File: src/rtl/lfe_pkg.sv
// Shared types and constants for the Life row-generation block.
// No dependencies; imported by the cell, the result queue and the top level.
package lfe_pkg;

  // Grid geometry and field widths
  localparam int GRID_COLS   = 32;
  localparam int ROW_IDX_W   = 10;
  localparam int CFG_W       = 6;
  localparam int QUEUE_DEPTH = 4;

  localparam logic [CFG_W-1:0] RESET_ROW_WIDTH = 6'd30;

  // One column's view of the three rows, passed between neighbouring cells
  typedef struct packed {
    logic older;
    logic newer;
    logic cur;
  } lfe_nbr_t;

  // One result word
  typedef struct packed {
    logic [GRID_COLS-1:0] next_row;
    logic [ROW_IDX_W-1:0] out_row;
    logic                 frame_end;
  } lfe_result_t;

endpackage

File: src/rtl/lfe_cell.sv
// One column cell: holds the two stored rows for its column and works out
// the next-generation bit from its own and its neighbours' bits. Uses lfe_pkg.
module lfe_cell (
  input  logic              clk,
  input  logic              rst_n,
  input  logic              col_en,
  input  logic              cur_in,
  input  logic              load,
  input  logic              last,
  input  lfe_pkg::lfe_nbr_t left,
  input  lfe_pkg::lfe_nbr_t right,
  output lfe_pkg::lfe_nbr_t own,
  output logic              gen_a,
  output logic              gen_b
);
  import lfe_pkg::*;

  logic older_r, older_nxt;
  logic newer_r, newer_nxt;

  // B3/S23 rule on eight neighbours and the centre
  function automatic logic life_rule(input logic [7:0] nb, input logic self);
    logic [3:0] n;
    n = 4'd0;
    for (int k = 0; k < 8; k++) begin
      n = n + {3'd0, nb[k]};
    end
    return (n == 4'd3) || (self && (n == 4'd2));
  endfunction

  // Masked bits seen by this cell and its neighbours
  assign own.older = older_r & col_en;
  assign own.newer = newer_r & col_en;
  assign own.cur   = cur_in & col_en;

  // Row above is older, centre is newer, below is the incoming row
  assign gen_a = col_en & life_rule({left.older, own.older, right.older,
                                     left.newer, right.newer,
                                     left.cur, own.cur, right.cur}, own.newer);

  // Closing row of the grid: centre is the incoming row, nothing below
  assign gen_b = col_en & life_rule({left.newer, own.newer, right.newer,
                                     left.cur, right.cur,
                                     3'b000}, own.cur);

  // Shift the rows down on each word; the last word clears the grid
  always_comb begin
    older_nxt = older_r;
    newer_nxt = newer_r;
    if (load) begin
      older_nxt = last ? 1'b0 : newer_r;
      newer_nxt = last ? 1'b0 : own.cur;
    end
  end

  always_ff @(posedge clk) begin
    if (!rst_n) begin
      older_r <= 1'b0;
      newer_r <= 1'b0;
    end else begin
      older_r <= older_nxt;
      newer_r <= newer_nxt;
    end
  end

endmodule

File: src/rtl/lfe_out_queue.sv
// Small result queue: takes up to two words per cycle, hands out one unless out_stall is high.
// Uses lfe_pkg for the result word type and depth.
module lfe_out_queue (
  input  logic                 clk,
  input  logic                 rst_n,
  input  logic                 push_first,
  input  logic                 push_second,
  input  lfe_pkg::lfe_result_t word0,
  input  lfe_pkg::lfe_result_t word1,
  input  logic                 out_stall,
  output logic                 out_valid,
  output lfe_pkg::lfe_result_t head,
  output logic                 almost_full
);
  import lfe_pkg::*;

  localparam int PTR_W = $clog2(QUEUE_DEPTH);
  localparam int CNT_W = $clog2(QUEUE_DEPTH + 1);

  lfe_result_t q_r [QUEUE_DEPTH];
  logic [PTR_W-1:0] wr_ptr_r, wr_ptr_nxt;
  logic [PTR_W-1:0] rd_ptr_r, rd_ptr_nxt;
  logic [CNT_W-1:0] count_r, count_nxt;
  logic [CNT_W-1:0] push_n;
  logic             pop;

  assign out_valid   = (count_r != '0);
  assign head        = q_r[rd_ptr_r];
  assign pop         = out_valid && !out_stall;
  // Room for two more words is needed before a new input word goes in
  assign almost_full = (count_r > CNT_W'(QUEUE_DEPTH - 2));

  // Pointer and count update
  always_comb begin
    push_n     = CNT_W'(push_first) + CNT_W'(push_second);
    count_nxt  = count_r + push_n - CNT_W'(pop);
    wr_ptr_nxt = wr_ptr_r + PTR_W'(push_n);
    rd_ptr_nxt = rd_ptr_r + PTR_W'(pop);
  end

  always_ff @(posedge clk) begin
    if (!rst_n) begin
      wr_ptr_r <= '0;
      rd_ptr_r <= '0;
      count_r  <= '0;
    end else begin
      wr_ptr_r <= wr_ptr_nxt;
      rd_ptr_r <= rd_ptr_nxt;
      count_r  <= count_nxt;
    end
  end

  // Storage, no reset
  always_ff @(posedge clk) begin
    if (push_first) begin
      q_r[wr_ptr_r] <= word0;
    end
    if (push_second) begin
      q_r[wr_ptr_r + PTR_W'(1)] <= word1;
    end
  end

  a_no_overflow: assert property (@(posedge clk) disable iff (!rst_n)
    count_r <= CNT_W'(QUEUE_DEPTH))
    else $error("result queue overflow");

  a_second_needs_first: assert property (@(posedge clk) disable iff (!rst_n)
    push_second |-> push_first)
    else $error("second word pushed alone");

  a_ptr_match: assert property (@(posedge clk) disable iff (!rst_n)
    (PTR_W'(wr_ptr_r - rd_ptr_r) == count_r[PTR_W-1:0]))
    else $error("queue pointers disagree with count");

endmodule

File: src/rtl/life_generation_rows_core.sv
// Life (B3/S23) next generation over a grid streamed one row per word.
// Throughput: one row word per cycle while in_stall is low; the last row of a
// grid of two or more rows gives two words, held in a four-word result queue,
// and in_stall rises when it holds three or more.
// Reset (synchronous, rst_n low) clears stored rows, row count and queue,
// and sets row_width to 30. Uses lfe_pkg, lfe_cell and lfe_out_queue.
module life_generation_rows_core #(
  parameter int MAX_WIDTH = 32,
  parameter int MAX_ROWS  = 1024
) (
  input  logic                          clk,
  input  logic                          rst_n,
  // row words in
  input  logic                          in_valid,
  output logic                          in_stall,
  input  logic [lfe_pkg::GRID_COLS-1:0] in_row_bits,
  input  logic                          in_last_row,
  // result words out
  output logic                          out_valid,
  input  logic                          out_stall,
  output logic [lfe_pkg::GRID_COLS-1:0] out_next_row,
  output logic [lfe_pkg::ROW_IDX_W-1:0] out_row,
  output logic                          out_frame_end,
  // configuration
  input  logic                          cfg_valid,
  output logic                          cfg_ready,
  input  logic [lfe_pkg::CFG_W-1:0]     cfg_row_width
);
  import lfe_pkg::*;

  localparam int WIDTH_CAP = (MAX_WIDTH < GRID_COLS) ? MAX_WIDTH : GRID_COLS;
  localparam int ROW_CAP   = (MAX_ROWS - 1 > 1023) ? 1023 : MAX_ROWS - 1;

  logic [CFG_W-1:0]     row_width_r;
  logic [CFG_W-1:0]     eff_width;
  logic                 held_r, held_nxt;
  logic [ROW_IDX_W-1:0] row_count_r, row_count_nxt, count_inc;
  logic                 acc;
  logic                 almost_full;
  logic                 push_first, push_second;
  lfe_result_t          word0, word1, head;

  logic [GRID_COLS-1:0] col_en;
  logic [GRID_COLS-1:0] gen_a, gen_b;
  lfe_nbr_t             nbr [GRID_COLS];

  // Configuration register, always ready
  assign cfg_ready = 1'b1;
  always_ff @(posedge clk) begin
    if (!rst_n) begin
      row_width_r <= RESET_ROW_WIDTH;
    end else if (cfg_valid) begin
      row_width_r <= cfg_row_width;
    end
  end

  // Column enables from the capped width
  assign eff_width = (row_width_r > CFG_W'(WIDTH_CAP)) ? CFG_W'(WIDTH_CAP) : row_width_r;
  always_comb begin
    for (int j = 0; j < GRID_COLS; j++) begin
      col_en[j] = (CFG_W'(j) < eff_width);
    end
  end

  assign in_stall = almost_full;
  assign acc      = in_valid && !in_stall;

  // Chain of column cells, each sees its left and right neighbour
  for (genvar j = 0; j < GRID_COLS; j++) begin : g_col
    lfe_nbr_t left_nb, right_nb;
    if (j == 0) begin : g_lo
      assign left_nb = '0;
    end else begin : g_lo_n
      assign left_nb = nbr[j-1];
    end
    if (j == GRID_COLS - 1) begin : g_hi
      assign right_nb = '0;
    end else begin : g_hi_n
      assign right_nb = nbr[j+1];
    end
    lfe_cell u_cell (
      .clk    (clk),
      .rst_n  (rst_n),
      .col_en (col_en[j]),
      .cur_in (in_row_bits[j]),
      .load   (acc),
      .last   (in_last_row),
      .left   (left_nb),
      .right  (right_nb),
      .own    (nbr[j]),
      .gen_a  (gen_a[j]),
      .gen_b  (gen_b[j])
    );
  end

  // Row sequencing and result words
  always_comb begin
    count_inc     = (row_count_r < ROW_IDX_W'(ROW_CAP)) ? row_count_r + 1'b1 : row_count_r;
    held_nxt      = held_r;
    row_count_nxt = row_count_r;
    push_first    = 1'b0;
    push_second   = 1'b0;
    word0         = '{next_row: gen_a, out_row: row_count_r, frame_end: 1'b0};
    word1         = '{next_row: gen_b, out_row: count_inc, frame_end: 1'b1};
    if (acc) begin
      if (!held_r) begin
        // first row of a grid: a single-row grid closes at once
        word0 = '{next_row: gen_b, out_row: '0, frame_end: 1'b1};
        push_first = in_last_row;
        held_nxt   = !in_last_row;
      end else begin
        push_first    = 1'b1;
        push_second   = in_last_row;
        row_count_nxt = in_last_row ? '0 : count_inc;
        held_nxt      = !in_last_row;
      end
    end
  end

  always_ff @(posedge clk) begin
    if (!rst_n) begin
      held_r      <= 1'b0;
      row_count_r <= '0;
    end else begin
      held_r      <= held_nxt;
      row_count_r <= row_count_nxt;
    end
  end

  lfe_out_queue u_queue (
    .clk         (clk),
    .rst_n       (rst_n),
    .push_first  (push_first),
    .push_second (push_second),
    .word0       (word0),
    .word1       (word1),
    .out_stall   (out_stall),
    .out_valid   (out_valid),
    .head        (head),
    .almost_full (almost_full)
  );

  assign out_next_row  = head.next_row;
  assign out_row       = head.out_row;
  assign out_frame_end = head.frame_end;

  a_last_clears: assert property (@(posedge clk) disable iff (!rst_n)
    (acc && in_last_row) |=> (!held_r && (row_count_r == '0)))
    else $error("grid state not cleared after last row");

  a_count_cap: assert property (@(posedge clk) disable iff (!rst_n)
    row_count_r <= ROW_IDX_W'(ROW_CAP))
    else $error("row count beyond cap");

  a_idle_count: assert property (@(posedge clk) disable iff (!rst_n)
    !held_r |-> (row_count_r == '0))
    else $error("row count set with no row held");

endmodule
File: config.mk
export PLATFORM = sky130hd
export DESIGN_NAME = life_generation_rows_core
export DESIGN_NICKNAME = d
export VERILOG_FILES = /design/src/rtl/lfe_pkg.sv /design/src/rtl/lfe_cell.sv /design/src/rtl/lfe_out_queue.sv /design/src/rtl/life_generation_rows_core.sv
export SDC_FILE = /design/constraint.sdc
export NUM_CORES = 1
export LEC_CHECK = 0
export BUFFER_PORTS_ARGS = -buffer_cell sky130_fd_sc_hd__buf_2
export CAP_MARGIN = 20
export CORE_ASPECT_RATIO = 1.5
export CORE_MARGIN = 3
export CORE_UTILIZATION = 50
export DETAILED_ROUTE_END_ITERATION = 6
export HOLD_SLACK_MARGIN = 0.02
export PLACE_DENSITY = 0.63
export SYNTH_ARGS = -nofsm -noshare
export SYNTH_HDL_FRONTEND = slang
export SYNTH_SLANG_ARGS = --single-unit
File: constraint.sdc
create_clock -name clk -period 11.1 [get_ports clk]
set_clock_uncertainty 0.2 [all_clocks]
set_input_delay 0.555 -clock clk [delete_from_list [all_inputs] [get_ports clk]]
set_output_delay 0.555 -clock clk [all_outputs]
set_load 0.02 [all_outputs]
==> results.ini, run 1 <==
[final_layout]
area_growth_pct = 8.29
final_nets = 2451
drive_above_1_share_pct = 12.3
antenna_cells = 0
finalInstanceArea_um2 = 22800
fillCellCount = 3668

[worst_setup_path]
path_common_cell = fa_1
critPathRequiredTime_ps = 11290
critPathMaxFanout = 27
path_cells = or2_1 -> a21o_1 -> nand2_2 -> xor2_1 -> fa_1 -> fa_1 -> inv_1 -> fa_1 -> inv_1 -> fa_1 -> nor4_1 -> o21ai_1 -> o22ai_1
critPathKind = reg -> reg
cp_data_arrival_time_ps = 5840
start_kind = register
regToRegSetupSlack_ps = 5460
cp-end-kind = register
cpPeakStageDelay_ps = 920
critPathSlowestCell = dfxtp_1

[power_and_ir_drop]
comb_power_share_pct = 38.5
pwr_density_cell_nw_per_um2 = 149
vdd_drop_max_mv = 0.111
switching_share_pct = 38.1
switchingPower_w = 0.00130
clkPwrFrac_pct = 27.2
seq_power_share_pct = 34.3
p_int_w = 0.00211
p_leak_nw = 9.69

[clocking]
clockRootBuffer = clkbuf_16
htreeDepth = 1
clock_sinks = 260
post_cts_buffers = 0
clk_pin_slew_ps = 70
cts_max_path_buffers = 3
cts_buffers = 27
cts_tree = built
clock_latency_ps = 560

[route]
avgViaCountPerCell = 6.06
ant_nets = 0
drc = 0
first_iter_violations = 1171
wl_per_cell_um = 22.8
wl_mm = 60.5
drtPass1Iterations = 7
num_vias = 16100

[grt]
antenna_found_initial = 0
gr-usage-met3_pct = 2.88
grt_use_met1_pct = 33.3
grt_pass1_wl_mm = 94.5
grt_overflow = 0
grt_usage_pct = 26.9
busiest_layer = met2
grt_max_degree = 91
grt_pass1_vias = 16900
grt_use_met2_pct = 48.5

[floorplan]
fp.dieW_um = 174
start_util_pct = 51.0
die_y_um = 257
ioPinCount = 90
dieArea_um2 = 44700
core_area_um2 = 41300
rows = 91

[place]
place_area_um2 = 21900
io_buffers = 88
gp_congestion = 0.865
dp.final_hpwl_mm = 43.6
post-place-ws_ps = 5430

[sta]
fin_crit_sh_pct = 50.8
rsz0062_at_grt = false
relSlewSlack_pct = 19.4
whs_ps = 44.5
drv_slew = 0
fin_tns_setup_ps = 0
layout_setup_ws_ps = 5460
hold_viol = 0
period_minus_slack_ps = 5640
fmax_mhz = 177
setup_viol = 0
worst_pin_slew_ps = 1200

[synth]
postSynthAreaPerCell_um2 = 10.3
synth_area_leader_cell = edfxtp_1
synth_cell_types = 78
ys_top_cells_by_area = edfxtp_1 (24%), fa_1 (18%), dfxtp_1 (8.7%)
netlist_area_um2 = 21100
syn-num-nets = 2413
synth_edf_count = 168
syn_inst = 2041
synth_common_cells = inv_1 (326), fa_1 (186), edfxtp_1 (168)
synth_top_cell_area_share_pct = 23.9
yosysSeqAreaShare_pct = 32.7
synthArstFlopShare_pct = 0
yosysMostFrequentCell = inv_1
synthFlopType = edfxtp_1
ys_warn_count = 0
synth_seq_cells = 260

[run]
maxCapViolations = 0

[min_path]
holdCritPathClass = in -> reg

[run_status]
outcome = finished clean

==> worst paths after layout <==
| check | start | endpoint | cells after the start |
|---|---|---|---|
| hold / removal | cfg_row_width[3] | row_width_r[3] | 3 |
| setup / recovery | row_width_r[5] | u_queue.q_r[1][20] | 13 |
| hold reg to reg | u_queue.q_r[0][0] | u_queue.q_r[0][0] | 1 |
| setup reg to reg | row_width_r[5] | u_queue.q_r[1][20] | 13 |
==> power groups by stage <==
stage	logic, W	clock network, W	registers, W
2_1_floorplan	0.000923	0	0.00116
3_3_place_gp	0.00127	0	0.00118
3_5_place_dp	0.00131	0	0.00119
4_1_cts	0.00132	0.000938	0.00117
5_1_grt	0.00144	0.000974	0.00118
6_report	0.00131	0.000925	0.00117
==> routing by layer <==
metal	wire length [um]	up-vias
li1	-	7215
met1	23400	8081
met2	31200	653
met3	3850	151
met4	2110	0
met5	0	-
==> state kept, by name (all words and copies together), names as in the netlist, 2 cells and up <==
signal                cells
u_queue.q_r             172
row_count_r              10
u_queue.rd_ptr_r          2
g_col.u_cell.newer_r     32
u_queue.wr_ptr_r          2
row_width_r               6
g_col.u_cell.older_r     32
u_queue.count_r           3
==> stage by stage <==
step                      total power [W]  instances  util (%)
final                             0.00341       2657      55.2
after CTS                         0.00342       2657      55.2
after global placement            0.00246       2607      53.1
after detailed placement          0.00250       2607      53.1
after floorplan                   0.00209       2041         -
after global routing              0.00359       2657      55.2
==> critical path: cells and delay by family, from the launching register on <==
kind,cells,cell delay (ps)
compound gates,3,820
buf+inv,2,130
fa+ha+maj,4,1750
flops,1,920
simple gates,3,1390
xor+xnor,1,240
==> what timing repair did <==
item / 4_1_cts / 5_1_grt
hold buffers: 1 / 0
endpoints found under the setup margin: 0 / 0
gates resized for setup: 0 / 0
hold endpoints to repair: 1 / 0
==> cell families after synthesis <==
logic type	Yosys count	synth area share, %
muxes	76	6.21
and+or+nand+nor	524	13.1
xor gates and xnor gates	24	0.998
buffers and inverters	431	8.09
adders and majority gates	328	26.1
other	1	0.0178
DFF	260	32.7
AOI/OAI and AO/OA	397	12.7
==> final cells by class <==
class	instances	area [um^2]	share of cell area (%)
clock buffers	36	739	3.24
clock inverters	13	133	0.581
flip-flops and latches	260	6890	30.2
inverters	327	1230	5.38
multi-input cells	1350	12500	54.8
repair buffers	113	631	2.76
well taps	558	698	3.06
==> placed cells by master (no fill, tap or decap), drive strengths merged, types with 20 or more instances in the layout <==
cell	synthesis	routed
a21oi	69	69
a22oi	20	20
and2	48	48
and3	41	41
buf	47	112
clkbuf	57	36
dfxtp	92	92
edfxtp	168	168
fa	186	186
ha	142	142
inv	326	326
mux2i	25	25
mux4	43	43
nand2	143	143
nand3	33	33
nor2	84	84
nor2b	75	75
nor3	29	29
o2111ai	22	22
o21ai	43	43
o22ai	111	111
o32ai	20	20
(Power assumes the default switching activity.)
==> run 2: changes to the inputs <==
Settings changed: ABC_AREA from default to 1.
Clock period 11.1 ns to 5.2 ns, I/O delays scaled along.
==> results.ini, run 2 <==
[worst_setup_path]
cp_data_arrival_time_ps = 5120  ; -720 ps
start_kind = register
cp-end-kind = register
cpPeakStageDelay_ps = 490  ; -430 ps
critPathSlowestCell = fa_1
path_common_cell = inv_1
path_cells = inv_4 -> nand2_2 -> nor3_4 -> nand2_1 -> nand2_1 -> inv_1 -> nand2_1 -> inv_1 -> ha_1 -> inv_1 -> fa_1 -> fa_1 -> inv_1 -> fa_1 -> inv_1 -> fa_1 -> a21oi_1 -> nand2_1 -> nor4_1 -> nor2_1 -> o22ai_1
critPathMaxFanout = 7  ; -74%
critPathKind = reg -> reg
critPathRequiredTime_ps = 5390  ; -5900 ps

[synth]
yosysSeqAreaShare_pct = 32.4  ; -0.28 points
synth_top_cell_area_share_pct = 23.7  ; -0.20 points
synth_seq_cells = 260  ; unchanged
netlist_area_um2 = 21200  ; +0.85%
syn-num-nets = 2916  ; +21%
synth_edf_count = 168  ; unchanged
syn_inst = 2544  ; +25%
ys_top_cells_by_area = edfxtp_1 (24%), fa_1 (18%), inv_1 (9.0%)
synthArstFlopShare_pct = 0  ; unchanged
ys_warn_count = 0  ; unchanged
synth_cell_types = 49  ; -37%
synthFlopType = edfxtp_1
synth_area_leader_cell = edfxtp_1
synth_common_cells = inv_1 (512), nand2_1 (427), nor2_1 (278)
postSynthAreaPerCell_um2 = 8.35  ; -19%
yosysMostFrequentCell = inv_1

[sta]
whs_ps = -0.153  ; -44.7 ps
worst_pin_slew_ps = 1100  ; -102 ps
fin_tns_setup_ps = 0  ; unchanged
setup_viol = 0  ; unchanged
period_minus_slack_ps = 4920  ; -719 ps
layout_setup_ws_ps = 275  ; -5180 ps
drv_slew = 0  ; unchanged
fmax_mhz = 203  ; +15%
fin_crit_sh_pct = 94.7  ; +44 points
rsz0062_at_grt = false
hold_viol = 1  ; +1
relSlewSlack_pct = 26.5  ; +7.1 points

[grt]
grt_pass1_vias = 18400  ; +8.4%
grt_overflow = 0  ; unchanged
grt_usage_pct = 27.4  ; +0.53 points
antenna_found_initial = 1  ; +1
grt_pass1_wl_mm = 97.9  ; +3.5%
grt_max_degree = 88  ; -3.3%

[final_layout]
final_common_cell = inv_1
regMostFlops = u_queue.q_r
drive_above_1_share_pct = 10.9  ; -1.4 points
area_growth_pct = 12.5
final_nets = 3044  ; +24%
largest_reg_flops = 172  ; unchanged
top_regs = u_queue.q_r x172, g_col.u_cell.newer_r x32, g_col.u_cell.older_r x32
antenna_cells = 0  ; unchanged
mostFrequentLayoutCells = inv_1 (508), nand2_1 (420), nor2_1 (273), o21ai_0 (196), fa_1 (186)

[floorplan]
rows = 91  ; unchanged
core_area_um2 = 41600  ; +0.55%
die_y_um = 258  ; +0.41%
start_util_pct = 51.1  ; +0.15 points
ioPinCount = 90  ; unchanged
fp.dieW_um = 174  ; +0.41%
dieArea_um2 = 45100  ; +0.82%

[power_and_ir_drop]
p_leak_nw = 10.8  ; +11%
vdd_drop_max_mv = 0.316  ; +190%
pwr_density_cell_nw_per_um2 = 322  ; +120%

[route]
drc = 0  ; unchanged
drtPass1Iterations = 7  ; unchanged
wl_mm = 61.5  ; +1.5%
wl_per_cell_um = 18.9  ; -17%
num_vias = 17800  ; +11%
ant_nets = 0  ; unchanged
first_iter_violations = 1196  ; +2.1%
avgViaCountPerCell = 5.49  ; -9.4%

[place]
dp.final_hpwl_mm = 45.0  ; +3.4%
gp_congestion = 0.893  ; +3.2%
io_buffers = 88  ; unchanged
post-place-ws_ps = 115  ; -5320 ps

[clocking]
cts_tree = built
clock_sinks = 260  ; unchanged
cts_max_path_buffers = 3  ; unchanged
clk_pin_slew_ps = 70  ; about the same
clock_latency_ps = 550  ; about the same
clockRootBuffer = clkbuf_16
htreeDepth = 1  ; unchanged
cts_buffers = 28  ; +3.7%

[run_status]
violations = hold timing
outcome = finished, violations left

[min_path]
holdCritPathClass = in -> reg

[run]
maxCapViolations = 0  ; unchanged

run 2: cell types whose count changed in the layout (fill, tap and decap cells not counted), moves of 25 or more:
cell	delta
and2_1	-44
and3_1	-41
buf_4	+39
dlygate4sd3_1	+29
inv_1	+182
mux2i_1	-25
mux4_2	-43
nand2_1	+291
nor2_1	+191
nor2b_1	-75
o21ai_0	+165
run 2: final cells by class:
cell class / count / area (um^2)
flip-flops and latches: 260 / 6890
clock inverters: 12 / 176
repair buffers: 182 / 1230
multi-input cells: 1669 / 12100
well taps: 558 / 698
fillers: 3766 / 17700
inverters: 531 / 2000
clock buffers: 40 / 797
run 2: final timing paths:
path | from | to | slack, ps | depth (start not counted)
worst min register to register | row_count_r[4] | row_count_r[4] | 270 | 2
worst max register to register | row_width_r[5] | u_queue.q_r[0][34] | 280 | 21
worst max-delay path | row_width_r[5] | u_queue.q_r[0][34] | 280 | 21
worst min-delay path | in_row_bits[1] | g_col[1].u_cell.newer_r | -0.2 | 5
run 2: cells by family (layout without fill, tap and decap cells):
| logic type | count (synthesis) | after routing | share of synthesized area (%) |
|---|---|---|---|
| DFF | 260 | 260 | 32.4 |
| other | 1 | 1 | 0.0177 |
| and+or+nand+nor | 814 | 814 | 15.7 |
| xor gates and xnor gates | 24 | 24 | 0.989 |
| AOI/OAI and AO/OA | 502 | 502 | 14.0 |
| buffers and inverters | 615 | 765 | 11.0 |
| adders and majority gates | 328 | 328 | 25.9 |
run 2: metrics by stage:
stage	hold WS (ps)	total power (W)	instance area, um^2	util [%]	cells
5_1_grt	27.7	0.00819	23900	57.5	3252
6_report	-0.153	0.00769	23900	57.5	3252
3_3_place_gp	248	0.00547	22500	54.2	3167
2_1_floorplan	153	0.00455	21200	-	2544
4_1_cts	26.2	0.00771	23800	57.2	3249
3_5_place_dp	255	0.00557	22500	54.2	3167
run 2: layer usage:
layer / track usage [%] / vias to the layer above / part of all wire [%] / wire length (um)
met2: 49.7 / 629 / 51 / 31500
met1: 33.1 / 8587 / 38 / 23600
li1: - / 8473 / - / -
met3: 2.54 / 157 / 6.0 / 3680
met5: 0 / - / 0.021 / 13
met4: 11.6 / 2 / 4.4 / 2720
run 2: report_power, final:
| part | leakage (nW) | switching [W] | internal [W] |
|---|---|---|---|
| logic | 7.76 | 0.00216 | 0.000968 |
| registers | 2.55 | 0.0000727 | 0.00238 |
| clock network | 0.465 | 0.000853 | 0.00127 |
run 2: what timing repair did:
item,CTS,global route
endpoints found under the hold margin,21,0
hold buffers,30,0
gates resized for setup,0,20
setup endpoints to repair,0,54
setup buffers,0,2
run 2: critical path, delay by kind of cell (launching register included):
kind | cells | cell delay (ps)
adder cells (fa/ha/maj) | 5 | 2040
AND/OR/NAND/NOR | 8 | 1350
buffers and inverters | 6 | 550
flip-flops | 1 | 370
AO/OA/AOI/OAI | 2 | 270
